--- config.mk ---
export PLATFORM = sky130hd
export DESIGN_NAME = resource_barrier_planner_flat
export DESIGN_NICKNAME = d
export VERILOG_FILES = /design/src/hdl/rbp_pkg.sv /design/src/hdl/rbp_if.sv /design/src/hdl/rbp_front.sv /design/src/hdl/rbp_queue.sv /design/src/hdl/rbp_back.sv /design/src/hdl/resource_barrier_planner.sv /design/src/flat_wrapper.sv
export SDC_FILE = /design/constraint.sdc
export NUM_CORES = 1
export LEC_CHECK = 0
export BUFFER_PORTS_ARGS = -buffer_cell sky130_fd_sc_hd__buf_4
export CAP_MARGIN = 20
export CORE_MARGIN = 3
export CORE_UTILIZATION = 45
export CTS_CLUSTER_DIAMETER = 60
export DETAILED_ROUTE_END_ITERATION = 7
export GPL_ROUTABILITY_DRIVEN = 0
export PLACE_DENSITY = 0.58
export SLEW_MARGIN = 20
export SYNTH_ARGS = -nofsm -noshare
export SYNTH_HDL_FRONTEND = slang
export SYNTH_SLANG_ARGS = --single-unit
--- constraint.sdc ---
create_clock -name clk_i -period 4.18 [get_ports clk_i]
set_input_delay 0.418 -clock clk_i [delete_from_list [all_inputs] [get_ports clk_i]]
set_output_delay 0.418 -clock clk_i [all_outputs]
set_load 0.01 [all_outputs]
--- src/hdl/rbp_pkg.sv ---
// ----------------------------------------------------------------------------
// rbp_pkg
// Shared field widths, codes and types of the resource barrier planner.
// ----------------------------------------------------------------------------
package rbp_pkg;

  localparam int unsigned MODE_W  = 2;
  localparam int unsigned IDX_W   = 6;
  localparam int unsigned STATE_W = 4;
  localparam int unsigned KIND_W  = 2;
  localparam int unsigned COUNT_W = 7;
  localparam int unsigned TALLY_W = 8;
  localparam int unsigned TOTAL_W = 32;

  localparam logic [MODE_W-1:0] MODE_INIT  = 2'd0;
  localparam logic [MODE_W-1:0] MODE_USE   = 2'd1;
  localparam logic [MODE_W-1:0] MODE_READ  = 2'd2;
  localparam logic [MODE_W-1:0] MODE_SPARE = 2'd3;  // unused mode, always ignored

  localparam logic [STATE_W-1:0] ST_COMMON = 4'd0;
  localparam logic [STATE_W-1:0] ST_UAV    = 4'd6;
  localparam logic [STATE_W-1:0] ST_MAX    = 4'd8;

  localparam logic [KIND_W-1:0] KIND_NONE       = 2'd0;
  localparam logic [KIND_W-1:0] KIND_UAV        = 2'd1;
  localparam logic [KIND_W-1:0] KIND_TRANSITION = 2'd2;

  // classified item as handed from the front to the back
  typedef struct packed {
    logic [MODE_W-1:0]  mode;
    logic [IDX_W-1:0]   idx;
    logic [STATE_W-1:0] req;
    logic               present;
    logic               eop;
    logic               in_range;
  } rbp_cmd_t;

endpackage

--- src/hdl/rbp_if.sv ---
// ----------------------------------------------------------------------------
// rbp_if
// Channel interfaces: input items, result items and the configuration write.
// ----------------------------------------------------------------------------
interface rbp_in_if import rbp_pkg::*; ();
  logic               valid;
  logic               ready;
  logic [MODE_W-1:0]  mode;
  logic [IDX_W-1:0]   resource_index;
  logic [STATE_W-1:0] requested_state;
  logic               resource_present;
  logic               end_of_pass;

  modport source (output valid, mode, resource_index, requested_state,
                  resource_present, end_of_pass, input ready);
  modport sink   (input valid, mode, resource_index, requested_state,
                  resource_present, end_of_pass, output ready);
endinterface

interface rbp_out_if import rbp_pkg::*; ();
  logic               valid;
  logic               ready;
  logic [KIND_W-1:0]  barrier_kind;
  logic [STATE_W-1:0] state_before;
  logic [STATE_W-1:0] state_after;
  logic [IDX_W-1:0]   barrier_resource;
  logic [TALLY_W-1:0] pass_barrier_count;
  logic [TOTAL_W-1:0] total_barriers;
  logic [TOTAL_W-1:0] total_batches;
  logic               item_ignored;

  modport source (output valid, barrier_kind, state_before, state_after,
                  barrier_resource, pass_barrier_count, total_barriers,
                  total_batches, item_ignored, input ready);
  modport sink   (input valid, barrier_kind, state_before, state_after,
                  barrier_resource, pass_barrier_count, total_barriers,
                  total_batches, item_ignored, output ready);
endinterface

interface rbp_cfg_if import rbp_pkg::*; ();
  logic               valid;
  logic               ready;
  logic [COUNT_W-1:0] data;

  modport source (output valid, data, input ready);
  modport sink   (input valid, data, output ready);
endinterface

--- src/hdl/rbp_front.sv ---
// ----------------------------------------------------------------------------
// rbp_front
// Holds resource_count, accepts input items and classifies them for the back.
// ----------------------------------------------------------------------------
module rbp_front import rbp_pkg::*; #(
  parameter int unsigned RESOURCE_SLOTS = 64
) (
  input  logic     clk_i,
  input  logic     rst_ni,
  rbp_in_if.sink   in_i,
  rbp_cfg_if.sink  cfg_i,
  output logic     push_valid_o,
  input  logic     push_ready_i,
  output rbp_cmd_t push_cmd_o
);

  logic [COUNT_W-1:0] count_q;
  logic               in_range;

  assign cfg_i.ready = 1'b1;

  always_ff @(posedge clk_i or negedge rst_ni) begin
    if (!rst_ni) begin
      count_q <= '0;
    end else if (cfg_i.valid) begin
      count_q <= cfg_i.data;
    end
  end

  assign in_range = ({1'b0, in_i.resource_index} < count_q) &&
                    (32'(in_i.resource_index) < 32'(RESOURCE_SLOTS));

  assign in_i.ready   = push_ready_i;
  assign push_valid_o = in_i.valid;

  always_comb begin
    push_cmd_o.mode     = in_i.mode;
    push_cmd_o.idx      = in_i.resource_index;
    // unknown state codes fold to common
    push_cmd_o.req      = (in_i.requested_state > ST_MAX) ? ST_COMMON
                                                          : in_i.requested_state;
    push_cmd_o.present  = in_i.resource_present;
    push_cmd_o.eop      = in_i.end_of_pass;
    push_cmd_o.in_range = in_range;
  end

endmodule

--- src/hdl/rbp_queue.sv ---
// ----------------------------------------------------------------------------
// rbp_queue
// Two-entry queue of classified items between the front and the back.
// ----------------------------------------------------------------------------
module rbp_queue import rbp_pkg::*; (
  input  logic     clk_i,
  input  logic     rst_ni,
  input  logic     push_valid_i,
  output logic     push_ready_o,
  input  rbp_cmd_t push_cmd_i,
  output logic     pop_valid_o,
  input  logic     pop_ready_i,
  output rbp_cmd_t pop_cmd_o
);

  rbp_cmd_t   entry_q [2];
  logic       wr_ptr_q, rd_ptr_q;
  logic [1:0] fill_q;
  logic       push, pop;

  assign push_ready_o = (fill_q != 2'd2);
  assign pop_valid_o  = (fill_q != 2'd0);
  assign pop_cmd_o    = entry_q[rd_ptr_q];
  assign push         = push_valid_i && push_ready_o;
  assign pop          = pop_valid_o && pop_ready_i;

  always_ff @(posedge clk_i or negedge rst_ni) begin
    if (!rst_ni) begin
      wr_ptr_q <= 1'b0;
      rd_ptr_q <= 1'b0;
      fill_q   <= 2'd0;
    end else begin
      if (push) wr_ptr_q <= ~wr_ptr_q;
      if (pop)  rd_ptr_q <= ~rd_ptr_q;
      if (push && !pop)      fill_q <= fill_q + 2'd1;
      else if (pop && !push) fill_q <= fill_q - 2'd1;
    end
  end

  always_ff @(posedge clk_i) begin
    if (push) entry_q[wr_ptr_q] <= push_cmd_i;
  end

endmodule

--- src/hdl/rbp_back.sv ---
// ----------------------------------------------------------------------------
// rbp_back
// State table read-modify-write, barrier counters and the result register.
// ----------------------------------------------------------------------------
module rbp_back import rbp_pkg::*; #(
  parameter int unsigned RESOURCE_SLOTS = 64
) (
  input  logic     clk_i,
  input  logic     rst_ni,
  input  logic     pop_valid_i,
  output logic     pop_ready_o,
  input  rbp_cmd_t pop_cmd_i,
  rbp_out_if.source out_o
);

  // only indices the input field can name are stored
  localparam int unsigned DEPTH = (RESOURCE_SLOTS < (2 ** IDX_W)) ? RESOURCE_SLOTS
                                                                 : (2 ** IDX_W);
  localparam int unsigned AW    = (DEPTH > 1) ? $clog2(DEPTH) : 1;

  localparam logic S_IDLE = 1'b0;
  localparam logic S_EXEC = 1'b1;

  logic               state_q;
  rbp_cmd_t           cmd_q;
  logic [STATE_W-1:0] tbl_q [DEPTH];
  logic [DEPTH-1:0]   vld_q;
  logic [STATE_W-1:0] rd_data_q;
  logic               rd_vld_q;
  logic [AW-1:0]      rd_addr, wr_addr;

  logic [TALLY_W-1:0] tally_q;
  logic [TOTAL_W-1:0] barriers_q, batches_q;

  logic               out_valid_q;
  logic [KIND_W-1:0]  kind_q;
  logic [STATE_W-1:0] before_q, after_q;
  logic [IDX_W-1:0]   res_q;
  logic [TALLY_W-1:0] count_out_q;
  logic               ignored_q;

  logic               pop;
  logic [STATE_W-1:0] tracked, prior, after;
  logic [KIND_W-1:0]  kind;
  logic               ignored, wr_en, barrier, active;
  logic [TALLY_W-1:0] tally_new;
  logic [TOTAL_W-1:0] barriers_new;

  // the result register is free at the execute step whenever a pop was allowed
  assign pop_ready_o = (state_q == S_IDLE) && (!out_valid_q || out_o.ready);
  assign pop         = pop_valid_i && pop_ready_o;
  assign rd_addr     = pop_cmd_i.idx[AW-1:0];
  assign wr_addr     = cmd_q.idx[AW-1:0];

  always_comb begin
    tracked = rd_vld_q ? rd_data_q : ST_COMMON;
    active  = cmd_q.in_range && (cmd_q.mode != MODE_SPARE);
    prior   = active ? tracked : ST_COMMON;
    after   = prior;
    kind    = KIND_NONE;
    ignored = !active;
    wr_en   = 1'b0;
    barrier = 1'b0;
    if (active) begin
      case (cmd_q.mode)
        MODE_INIT: begin
          after = cmd_q.req;
          wr_en = 1'b1;
        end
        MODE_USE: begin
          if (!cmd_q.present) begin
            ignored = 1'b1;
          end else if (tracked == cmd_q.req) begin
            if (cmd_q.req == ST_UAV) begin
              kind    = KIND_UAV;
              barrier = 1'b1;
            end
          end else begin
            kind    = KIND_TRANSITION;
            after   = cmd_q.req;
            wr_en   = 1'b1;
            barrier = 1'b1;
          end
        end
        default: begin
        end
      endcase
    end
    tally_new    = (barrier && tally_q != '1) ? tally_q + 1'b1 : tally_q;
    barriers_new = (barrier && barriers_q != '1) ? barriers_q + 1'b1 : barriers_q;
  end

  always_ff @(posedge clk_i or negedge rst_ni) begin
    if (!rst_ni) begin
      state_q     <= S_IDLE;
      out_valid_q <= 1'b0;
      vld_q       <= '0;
      tally_q     <= '0;
      barriers_q  <= '0;
      batches_q   <= '0;
    end else begin
      case (state_q)
        S_IDLE: begin
          if (out_o.ready) out_valid_q <= 1'b0;
          if (pop) state_q <= S_EXEC;
        end
        S_EXEC: begin
          state_q     <= S_IDLE;
          out_valid_q <= 1'b1;
          if (wr_en) vld_q[wr_addr] <= 1'b1;
          barriers_q <= barriers_new;
          if (cmd_q.eop) begin
            if (tally_new != '0 && batches_q != '1) batches_q <= batches_q + 1'b1;
            tally_q <= '0;
          end else begin
            tally_q <= tally_new;
          end
        end
        default: state_q <= S_IDLE;
      endcase
    end
  end

  always_ff @(posedge clk_i) begin
    if (pop) begin
      cmd_q     <= pop_cmd_i;
      rd_data_q <= tbl_q[rd_addr];
      rd_vld_q  <= vld_q[rd_addr];
    end
    if (state_q == S_EXEC) begin
      if (wr_en) tbl_q[wr_addr] <= after;
      kind_q      <= kind;
      before_q    <= prior;
      after_q     <= after;
      res_q       <= cmd_q.idx;
      count_out_q <= tally_new;
      ignored_q   <= ignored;
    end
  end

  assign out_o.valid              = out_valid_q;
  assign out_o.barrier_kind       = kind_q;
  assign out_o.state_before       = before_q;
  assign out_o.state_after        = after_q;
  assign out_o.barrier_resource   = res_q;
  assign out_o.pass_barrier_count = count_out_q;
  assign out_o.total_barriers     = barriers_q;
  assign out_o.total_batches      = batches_q;
  assign out_o.item_ignored       = ignored_q;

endmodule

--- src/hdl/resource_barrier_planner.sv ---
// ----------------------------------------------------------------------------
// resource_barrier_planner
// Tracks the access state of each resource and plans barriers per usage.
// ----------------------------------------------------------------------------
// Channels: in_i takes one item (mode, index, requested state, presence,
// end-of-pass mark); out_o gives exactly one result item per input item, in
// order. cfg_i writes resource_count and is always ready; write it only while
// the block is idle.
// Flow: an accepted item sits in the two-entry queue, is popped with its
// table entry read into a register, and its result is registered in the
// back end's execute step.
// Pacing: the back end pops an item only after the execute step of the last,
// alternating read and execute steps on the single-port state table.
// Reset: all tracked states read as common (per-entry valid bits are
// cleared), counters and resource_count go to zero; no clearing pass.
// Stall: a result holds in the output register while out_o.ready is low; the
// back end stops popping and the queue fills, after which in_i.ready drops.
// ----------------------------------------------------------------------------
module resource_barrier_planner import rbp_pkg::*; #(
  parameter int unsigned RESOURCE_SLOTS = 64
) (
  input  logic      clk_i,
  input  logic      rst_ni,
  rbp_in_if.sink    in_i,
  rbp_cfg_if.sink   cfg_i,
  rbp_out_if.source out_o
);

  logic     push_valid, push_ready, pop_valid, pop_ready;
  rbp_cmd_t push_cmd, pop_cmd;

  rbp_front #(
    .RESOURCE_SLOTS(RESOURCE_SLOTS)
  ) u_front (
    .clk_i       (clk_i),
    .rst_ni      (rst_ni),
    .in_i        (in_i),
    .cfg_i       (cfg_i),
    .push_valid_o(push_valid),
    .push_ready_i(push_ready),
    .push_cmd_o  (push_cmd)
  );

  rbp_queue u_queue (
    .clk_i       (clk_i),
    .rst_ni      (rst_ni),
    .push_valid_i(push_valid),
    .push_ready_o(push_ready),
    .push_cmd_i  (push_cmd),
    .pop_valid_o (pop_valid),
    .pop_ready_i (pop_ready),
    .pop_cmd_o   (pop_cmd)
  );

  rbp_back #(
    .RESOURCE_SLOTS(RESOURCE_SLOTS)
  ) u_back (
    .clk_i      (clk_i),
    .rst_ni     (rst_ni),
    .pop_valid_i(pop_valid),
    .pop_ready_o(pop_ready),
    .pop_cmd_i  (pop_cmd),
    .out_o      (out_o)
  );

endmodule

--- src/flat_wrapper.sv ---
// flat-port wrapper written by rule: the top's interface ports become plain ports
module resource_barrier_planner_flat import rbp_pkg::*;
#(
  parameter int unsigned RESOURCE_SLOTS = 64
)
  (clk_i, rst_ni, in_i_valid, in_i_mode, in_i_resource_index, in_i_requested_state, in_i_resource_present, in_i_end_of_pass, in_i_ready, cfg_i_valid, cfg_i_data, cfg_i_ready, out_o_valid, out_o_barrier_kind, out_o_state_before, out_o_state_after, out_o_barrier_resource, out_o_pass_barrier_count, out_o_total_barriers, out_o_total_batches, out_o_item_ignored, out_o_ready);
  rbp_in_if in_i_i ();
  rbp_cfg_if cfg_i_i ();
  rbp_out_if out_o_i ();
  input  logic clk_i;
  input  logic rst_ni;
  input wire logic [$bits(in_i_i.valid)-1:0] in_i_valid;
  input wire logic [$bits(in_i_i.mode)-1:0] in_i_mode;
  input wire logic [$bits(in_i_i.resource_index)-1:0] in_i_resource_index;
  input wire logic [$bits(in_i_i.requested_state)-1:0] in_i_requested_state;
  input wire logic [$bits(in_i_i.resource_present)-1:0] in_i_resource_present;
  input wire logic [$bits(in_i_i.end_of_pass)-1:0] in_i_end_of_pass;
  output wire logic [$bits(in_i_i.ready)-1:0] in_i_ready;
  input wire logic [$bits(cfg_i_i.valid)-1:0] cfg_i_valid;
  input wire logic [$bits(cfg_i_i.data)-1:0] cfg_i_data;
  output wire logic [$bits(cfg_i_i.ready)-1:0] cfg_i_ready;
  output wire logic [$bits(out_o_i.valid)-1:0] out_o_valid;
  output wire logic [$bits(out_o_i.barrier_kind)-1:0] out_o_barrier_kind;
  output wire logic [$bits(out_o_i.state_before)-1:0] out_o_state_before;
  output wire logic [$bits(out_o_i.state_after)-1:0] out_o_state_after;
  output wire logic [$bits(out_o_i.barrier_resource)-1:0] out_o_barrier_resource;
  output wire logic [$bits(out_o_i.pass_barrier_count)-1:0] out_o_pass_barrier_count;
  output wire logic [$bits(out_o_i.total_barriers)-1:0] out_o_total_barriers;
  output wire logic [$bits(out_o_i.total_batches)-1:0] out_o_total_batches;
  output wire logic [$bits(out_o_i.item_ignored)-1:0] out_o_item_ignored;
  input wire logic [$bits(out_o_i.ready)-1:0] out_o_ready;
  assign in_i_i.valid = in_i_valid;
  assign in_i_i.mode = in_i_mode;
  assign in_i_i.resource_index = in_i_resource_index;
  assign in_i_i.requested_state = in_i_requested_state;
  assign in_i_i.resource_present = in_i_resource_present;
  assign in_i_i.end_of_pass = in_i_end_of_pass;
  assign in_i_ready = in_i_i.ready;
  assign cfg_i_i.valid = cfg_i_valid;
  assign cfg_i_i.data = cfg_i_data;
  assign cfg_i_ready = cfg_i_i.ready;
  assign out_o_valid = out_o_i.valid;
  assign out_o_barrier_kind = out_o_i.barrier_kind;
  assign out_o_state_before = out_o_i.state_before;
  assign out_o_state_after = out_o_i.state_after;
  assign out_o_barrier_resource = out_o_i.barrier_resource;
  assign out_o_pass_barrier_count = out_o_i.pass_barrier_count;
  assign out_o_total_barriers = out_o_i.total_barriers;
  assign out_o_total_batches = out_o_i.total_batches;
  assign out_o_item_ignored = out_o_i.item_ignored;
  assign out_o_i.ready = out_o_ready;
  resource_barrier_planner #(.RESOURCE_SLOTS(RESOURCE_SLOTS)) u_core (.clk_i(clk_i), .rst_ni(rst_ni), .in_i(in_i_i), .cfg_i(cfg_i_i), .out_o(out_o_i));
endmodule
; Word level (Yosys, flattened, before mapping)
; Memories as Yosys holds them, arrays and structs flattened. A register that Yosys moved wholly into a read port is not among the register bits.
; Cells that the tools add are included.
[word_totals]
out_inout_bits = 92
elab_cells = 111
ram_bits = 286
reg_bits = 190
memories = 2
input_bits = 26
[mem_list]
columns = name, depth, width, read_ports, rd_ports_with_merged_regs, wr, line_no
row1 = u_core.u_back.tbl_q, 64, 4, 1, 1, 1, rbp_back.sv:26  ; logic [STATE_W-1:0] tbl_q [DEPTH];
row2 = u_core.u_queue.entry_q, 2, 15, 1, 0, 1, rbp_queue.sv:16  ; rbp_cmd_t entry_q [2];
[classes]
order_cmp = 5
n_eq_ne = 9
addsub = 5
n_mux = 38
bitwise = 4
n_reduce_logical = 24
[op_table]
columns = op, n
row1 = "32-bit by 1-bit adder with 32-bit output, second input constant", 2
row2 = "32-bit inequality test, second input constant", 2
row3 = 64-bit OR, 1
row4 = 4-bit 2-to-1 mux, 6
row5 = 1-bit 2-to-1 mux, 21
row6 = 8-bit 2-to-1 mux, 2
row7 = "6-bit by 7-bit < comparator with 1-bit output, second input constant", 2
row8 = 1-bit logical AND, 10
row9 = "8-bit by 1-bit adder with 8-bit output, second input constant", 1
row10 = "8-bit inequality test, second input constant", 1
row11 = 4-bit case mux with 2 select lines, 1
row12 = 8-bit nonzero test, 1
row13 = 6-bit by 7-bit < comparator with 1-bit output, 1
row14 = 1-bit binary-select mux with 6-bit select, 1
row15 = 1-bit demux with 6-bit select, 1
row16 = "6-bit by 1-bit greater-or-equal comparator with 1-bit output, second input constant", 1
row17 = 2-bit 2-to-1 mux, 3
row18 = "2-bit inequality test, second input constant", 3
row19 = 1-bit case mux with 2 select lines, 3
row20 = 3-bit AND reduction, 2
row21 = "4-bit by 3-bit equality test with 1-bit output, second input constant", 1
row22 = 4-bit equality test, 1
row23 = "4-bit > comparator, second input constant", 1
row24 = 1-bit zero test, 4
row25 = other kinds (9), 13

; Depth between registers and ports, before layout
[depth]
depth_word = 11
ltp_mapped = 11
mapped_depth_nobuf = 9

; By module
; Synthesis repeated with hierarchy kept, for this count alone.
[unflattened]
cells_unflattened = 1197
area_unflattened_um2 = 19875.3
[modules_own_cells]
columns = module, cells_per_inst, instances, area_each_um2, seq_area_each_um2
row1 = rbp_back, 1076, 1, 18029.8, 12492.0
row2 = rbp_queue, 65, 1, 1331.3, 1001.0
row3 = rbp_front, 56, 1, 514.2, 175.2

; Worst setup path after synthesis
; Ideal clock, no wire load.
[synth_timing]
kind = reg-to-reg
from = reg u_core.u_back.rd_vld_q
to = reg u_core.u_back.after_q[3], in the netlist u_core.u_back.out_o.state_after[3] (data pin)
n_path_buf = 0
setup_ns = 0.504
synth_period_minus_slack_ns = 3.567
path_slack_ns = 0.613
path_stages_with_launch = 8
arrival_ns = 3.063
t_required_ns = 3.676
path_cell_list = edfxtp_1 -> and2_1 -> a32o_1 -> o22ai_1 -> nand2_1 -> a21oi_2 -> mux2i_1 -> nor2_1
[synth_between]
elab_chain_len = 6
elab_cells_between_ends = 7
cone_classes = 1 x eq/ne / 6 x mux
[synth_lines]
columns = item, line_no
row1 = start: declaration, rbp_back.sv:29  ; logic rd_vld_q;
row2 = start signal: assignment, rbp_back.sv:128  ; rd_vld_q <= vld_q[rd_addr];
row3 = 4-bit 2-to-1 mux (*), rbp_back.sv:56  ; tracked = rd_vld_q ? rd_data_q : ST_COMMON;
row4 = 4-bit equality test / 4-bit 2-to-1 mux (equally long branches), "rbp_back.sv:73, rbp_back.sv:58"
row5 = 4-bit 2-to-1 mux, rbp_back.sv:73  ; end else if (tracked == cmd_q.req) begin
row6 = 4-bit 2-to-1 mux, rbp_back.sv:71  ; if (!cmd_q.present) begin
row7 = 4-bit case mux with 2 select lines, rbp_back.sv:65  ; case (cmd_q.mode)
row8 = 4-bit 2-to-1 mux (*), rbp_back.sv:64  ; if (active) begin
row9 = named net u_core.u_back.after[3], rbp_back.sv:43  ; logic [STATE_W-1:0] tracked, prior, after;
row10 = end signal: assignment, rbp_back.sv:134  ; after_q <= after;
row11 = end: declaration, rbp_back.sv:37  ; logic [STATE_W-1:0] before_q, after_q;
; The timed path passes the listed nets; every way through them passes the cells marked *.
; A chain may end at the register's enable or synchronous reset.

; Worst setup path after layout
[layout_timing]
from = reg u_core.u_back.rd_vld_q
to = mem u_core.u_back.tbl_q[19][0] (enable)
[layout_between]
elab_chain_len = 9
[layout_lines]
columns = item, line_no
row1 = 4-bit 2-to-1 mux, rbp_back.sv:56
row2 = 4-bit equality test, rbp_back.sv:73
row3 = 1-bit 2-to-1 mux, rbp_back.sv:73
row4 = 1-bit 2-to-1 mux, rbp_back.sv:71
row5 = 1-bit case mux with 2 select lines, rbp_back.sv:65
row6 = 1-bit 2-to-1 mux, rbp_back.sv:64
row7 = 1-bit 2-to-1 mux, rbp_back.sv:131  ; if (wr_en) tbl_q[wr_addr] <= after;
row8 = 1-bit 2-to-1 mux, rbp_back.sv:130  ; if (state_q == S_EXEC) begin
row9 = 1-bit 2-to-1 mux (not written as such), rbp_back.sv:131
row10 = end: declaration, rbp_back.sv:26
; Every way passes these cells.

==> impl_results.md <==
- Final Max Tran Viols: 0
- Leakage power: 0.00910 µW
- Post-Syn Area per Cell: 12.0 µm²
- Slowest CP cell: edfxtp_1
- Crit-path cells: and2_1, a32o_1, o22ai_1, nand2_1, a21oi_2, and4b_1, nand2_1, nor2_1
- Vias per cell: 5.51
- Critical path required time: 4.42 ns
- H-tree Lvls: 2
- Vias: 13,400
- Main synth FF type: edfxtp_1
- Initial core utilization: 45.7%
- Yosys cell types: 66
- Most frequent cells in the layout: nand2_1, edfxtp_1, nand3_1
- TritonCTS clock tree: built
- Post-synth EDFFs: 331
- CTS Sinks: 480
- WP depth: 8
- CP bufs+invs: 0
- Slew headroom: 32.7%
- Final instance area: 0.0236 mm²
- Final setup TNS: 0 ns
- Synth Instances: 1,688
- Non-Filler Instances: 2,426
- Largest area contributor in the netlist: edfxtp_1
- Antenna-violating nets left: 0
- Placed cell areas: 0.0219 mm²
- IO Port Bufs: 116
- P per Cell Area: 676 mW/mm²
- Antenna cells: 0
- Routed WL per cell: 20.0 µm
- Number of global-route vias before repair: 13,400
- Placed Cells: 2,329
- Clock transition at path regs: 0.06 ns
- # resized after CTS: 0
- Status: finished clean
- CTS root buf: clkbuf_16
- Initial antenna violation count: 0
- Max-Cap Viols: 0
- First-pass GRT wire length: 75.4 mm
- Rows: 77
- Startpoint type of the worst setup path: flip-flop
- CP top delay family: simple AND/OR/NAND/NOR gates
- Seq cells post-synth: 480
- Met3 wire length: 2.76 mm
- Final net count: 1,827
- Chip width: 218 µm
- Clk buf depth: 3
- Num CTS Buffers: 51
- First DRT Iteration DRCs: 1,112
- Grt ovf: 0
- Final count of hold timing violations: 0
- Register-to-Register Path Depth: 8
- Net count after synthesis: 1,723
- Residual DRC count: 0
- Syn Std Cell Area: 0.0203 mm²
- Worst Hold Depth: 1
- Commonest non-fill, non-tap cell in the layout: nand2_1
- Detailed Routing Iterations Pass 1: 8
- Largest net degree at the start of global routing: 161
- Synth warn: 0
- Ports: 118
- Endpoint class of the critical path: flip-flop
- Post-CTS Setup Repair Bufs: 0
- Layout cells sized above 1: 15.5%
- Register area share after synthesis: 67.5%
- Skew final: 0.0192 ns
- Detailed placer's ending HPWL: 29.3 mm
- Least-Margin Pin Slew: 0.989 ns
- # setup viols final: 0
- Maximum vdd drop: 0.000483 V
- P&R area growth vs syn: 16.5%
- Routed WL: 48.5 mm
- Asr flop ratio synth: 31.0%
- Met1 Wirelength: 21.3 mm
- Crit path DAT: 3.75 ns
- Setup CP Type: reg -> reg
- RSZ-0062 raised after global routing: no
- Total GRT Usage: 20.4%
- Synth top area cells: edfxtp_1, dfrtp_1, nand2_1
- Crit-path most repeated cell: nand2_1
- Die area: 0.0476 mm²
- Post-synth top area share: 49.1%
- Final period util: 84.1%
- Max Freq: 285 MHz
- Hold crit path type: in -> reg
- CP max stage delay: 0.54 ns
- Clock Latency Late Sink: 0.58 ns
- Die height: 218 µm
- Max Fanout on Critical Path: 16
- Max layer used: met4
- Met2 Routed Length: 23.4 mm
- Fin crit period: 3.51 ns
- Core region area: 0.0443 mm²
==> report_power, final <==
group | switching (µW) | total (µW) | internal, µW | leakage [µW]
clock | 1840 | 4600 | 2760 | 0.000847
combinational | 3160 | 4640 | 1480 | 0.00307
sequential | 483 | 6720 | 6240 | 0.00518
total | 5480 | 16000 | 10500 | 0.00910
==> repair_timing <==
action                                  CTS  global route
endpoints found under the setup margin    0             0
endpoints found under the hold margin    97             0
hold buffers                              2             0
==> logic make-up after synthesis <==
logic type | synth area share [%]
multiplexers | 1.22
other | 0.0185
AND/OR/NAND/NOR | 17.9
adder cells (fa/ha/maj) | 0.556
flip-flops | 67.5
buffers and inverters | 2.58
XOR/XNOR | 3.24
AO/OA/AOI/OAI | 6.97
==> flip-flops by register name, summed over array words and instances (netlist names) <==
| signal | cells |
|---|---|
| u_core.u_back.out_o.pass_barrier_count | 8 |
| u_core.u_back.out_o.barrier_kind | 2 |
| u_core.u_back.out_o.barrier_resource | 6 |
| u_core.u_back.out_o.total_batches | 32 |
| u_core.u_queue.entry_q | 30 |
| u_core.u_back.rd_data_q | 4 |
| u_core.u_back.out_o.state_before | 4 |
| u_core.u_back.state_q | 1 |
| u_core.u_back.out_o.item_ignored | 1 |
| u_core.u_back.cmd_q | 9 |
| u_core.u_back.out_o.valid | 1 |
| u_core.u_back.vld_q | 64 |
| u_core.u_back.tbl_q | 256 |
| u_core.u_queue.rd_ptr_q | 1 |
| u_core.u_back.rd_vld_q | 1 |
| u_core.u_front.count_q | 7 |
| u_core.u_back.tally_q | 8 |
| u_core.u_back.wr_addr | 6 |
| u_core.u_back.out_o.state_after | 4 |
| u_core.u_queue.wr_ptr_q | 1 |
| u_core.u_queue.fill_q | 2 |
| u_core.u_back.out_o.total_barriers | 32 |
==> layout make-up <==
class / count / area (µm²)
inverters: 24 / 92.6
clock buffers: 61 / 1370
well taps: 592 / 741
multi-input cells: 1079 / 6150
clock inverters: 34 / 344
flip-flops and latches: 480 / 13700
fillers: 3811 / 20700
repair buffers: 156 / 1230
==> path summary, 6_finish.rpt <==
check	slack, ns	start	to
worst max-delay path	0.67	u_core.u_back.rd_vld_q$_DFFE_PP_	u_core.u_back.tbl_q[19][0]$_DFFE_PP_
worst min-delay path	0.04	in_i_mode[1]	u_core.u_queue.entry_q[1][14]$_DFFE_PP_
worst max register to register	0.67	u_core.u_back.rd_vld_q$_DFFE_PP_	u_core.u_back.tbl_q[19][0]$_DFFE_PP_
worst min register to register	0.47	u_core.u_back.vld_q[28]$_DFFE_PN0P_	u_core.u_back.vld_q[28]$_DFFE_PN0P_
max in group asynchronous	2.81	rst_ni	u_core.u_front.count_q[2]$_DFFE_PN0P_
min in group asynchronous	0.50	rst_ni	u_core.u_back.out_o.total_batches[19]$_DFFE_PN0P_
==> per-layer routing <==
layer	global-route usage [%]	vias to the layer above
met5	0	-
met3	3.43	77
li1	-	6276
met1	27.7	6619
met4	6.13	0
met2	33.8	396
==> Yosys cell counts, types with 2 or more instances <==
cell / count
nand2_1: 372
nand4_1: 25
nand3_1: 186
mux2_2: 13
nand4b_1: 2
buf_1: 6
o21ai_0: 12
nand2_2: 4
a211oi_1: 5
ha_1: 9
a311oi_1: 50
or3_1: 3
xor2_1: 14
nand3_2: 6
a31oi_1: 11
and3_1: 44
dfrtp_1: 149
o21a_1: 2
and2_1: 6
mux2i_1: 10
xnor2_1: 61
nand2b_1: 5
buf_2: 9
inv_1: 22
buf_6: 3
a21oi_1: 19
inv_2: 2
nor3_1: 8
nor4bb_1: 2
nor2_1: 92
or3b_2: 2
nor2b_1: 6
edfxtp_1: 331
nor4b_1: 2
o21bai_1: 64
nand3b_1: 3
o22ai_1: 2
a22o_1: 4
and4_1: 8
clkbuf_1: 86
nor4_1: 2
and4b_1: 2
==> stage by stage <==
step	util [%]	hold slack (ns)	total power [µW]	worst slack [ns]
2_1_floorplan	-	0.122	9480	0.613
3_5_place_dp	49.3	0.462	11500	0.705
5_1_grt	53.2	0.00914	16800	0.420
6_report	53.2	0.0369	16000	0.666
3_3_place_gp	49.3	0.458	11400	0.813
4_1_cts	53.2	0.00160	16100	0.674
Note: power is estimated with default switching activity, not from simulation.
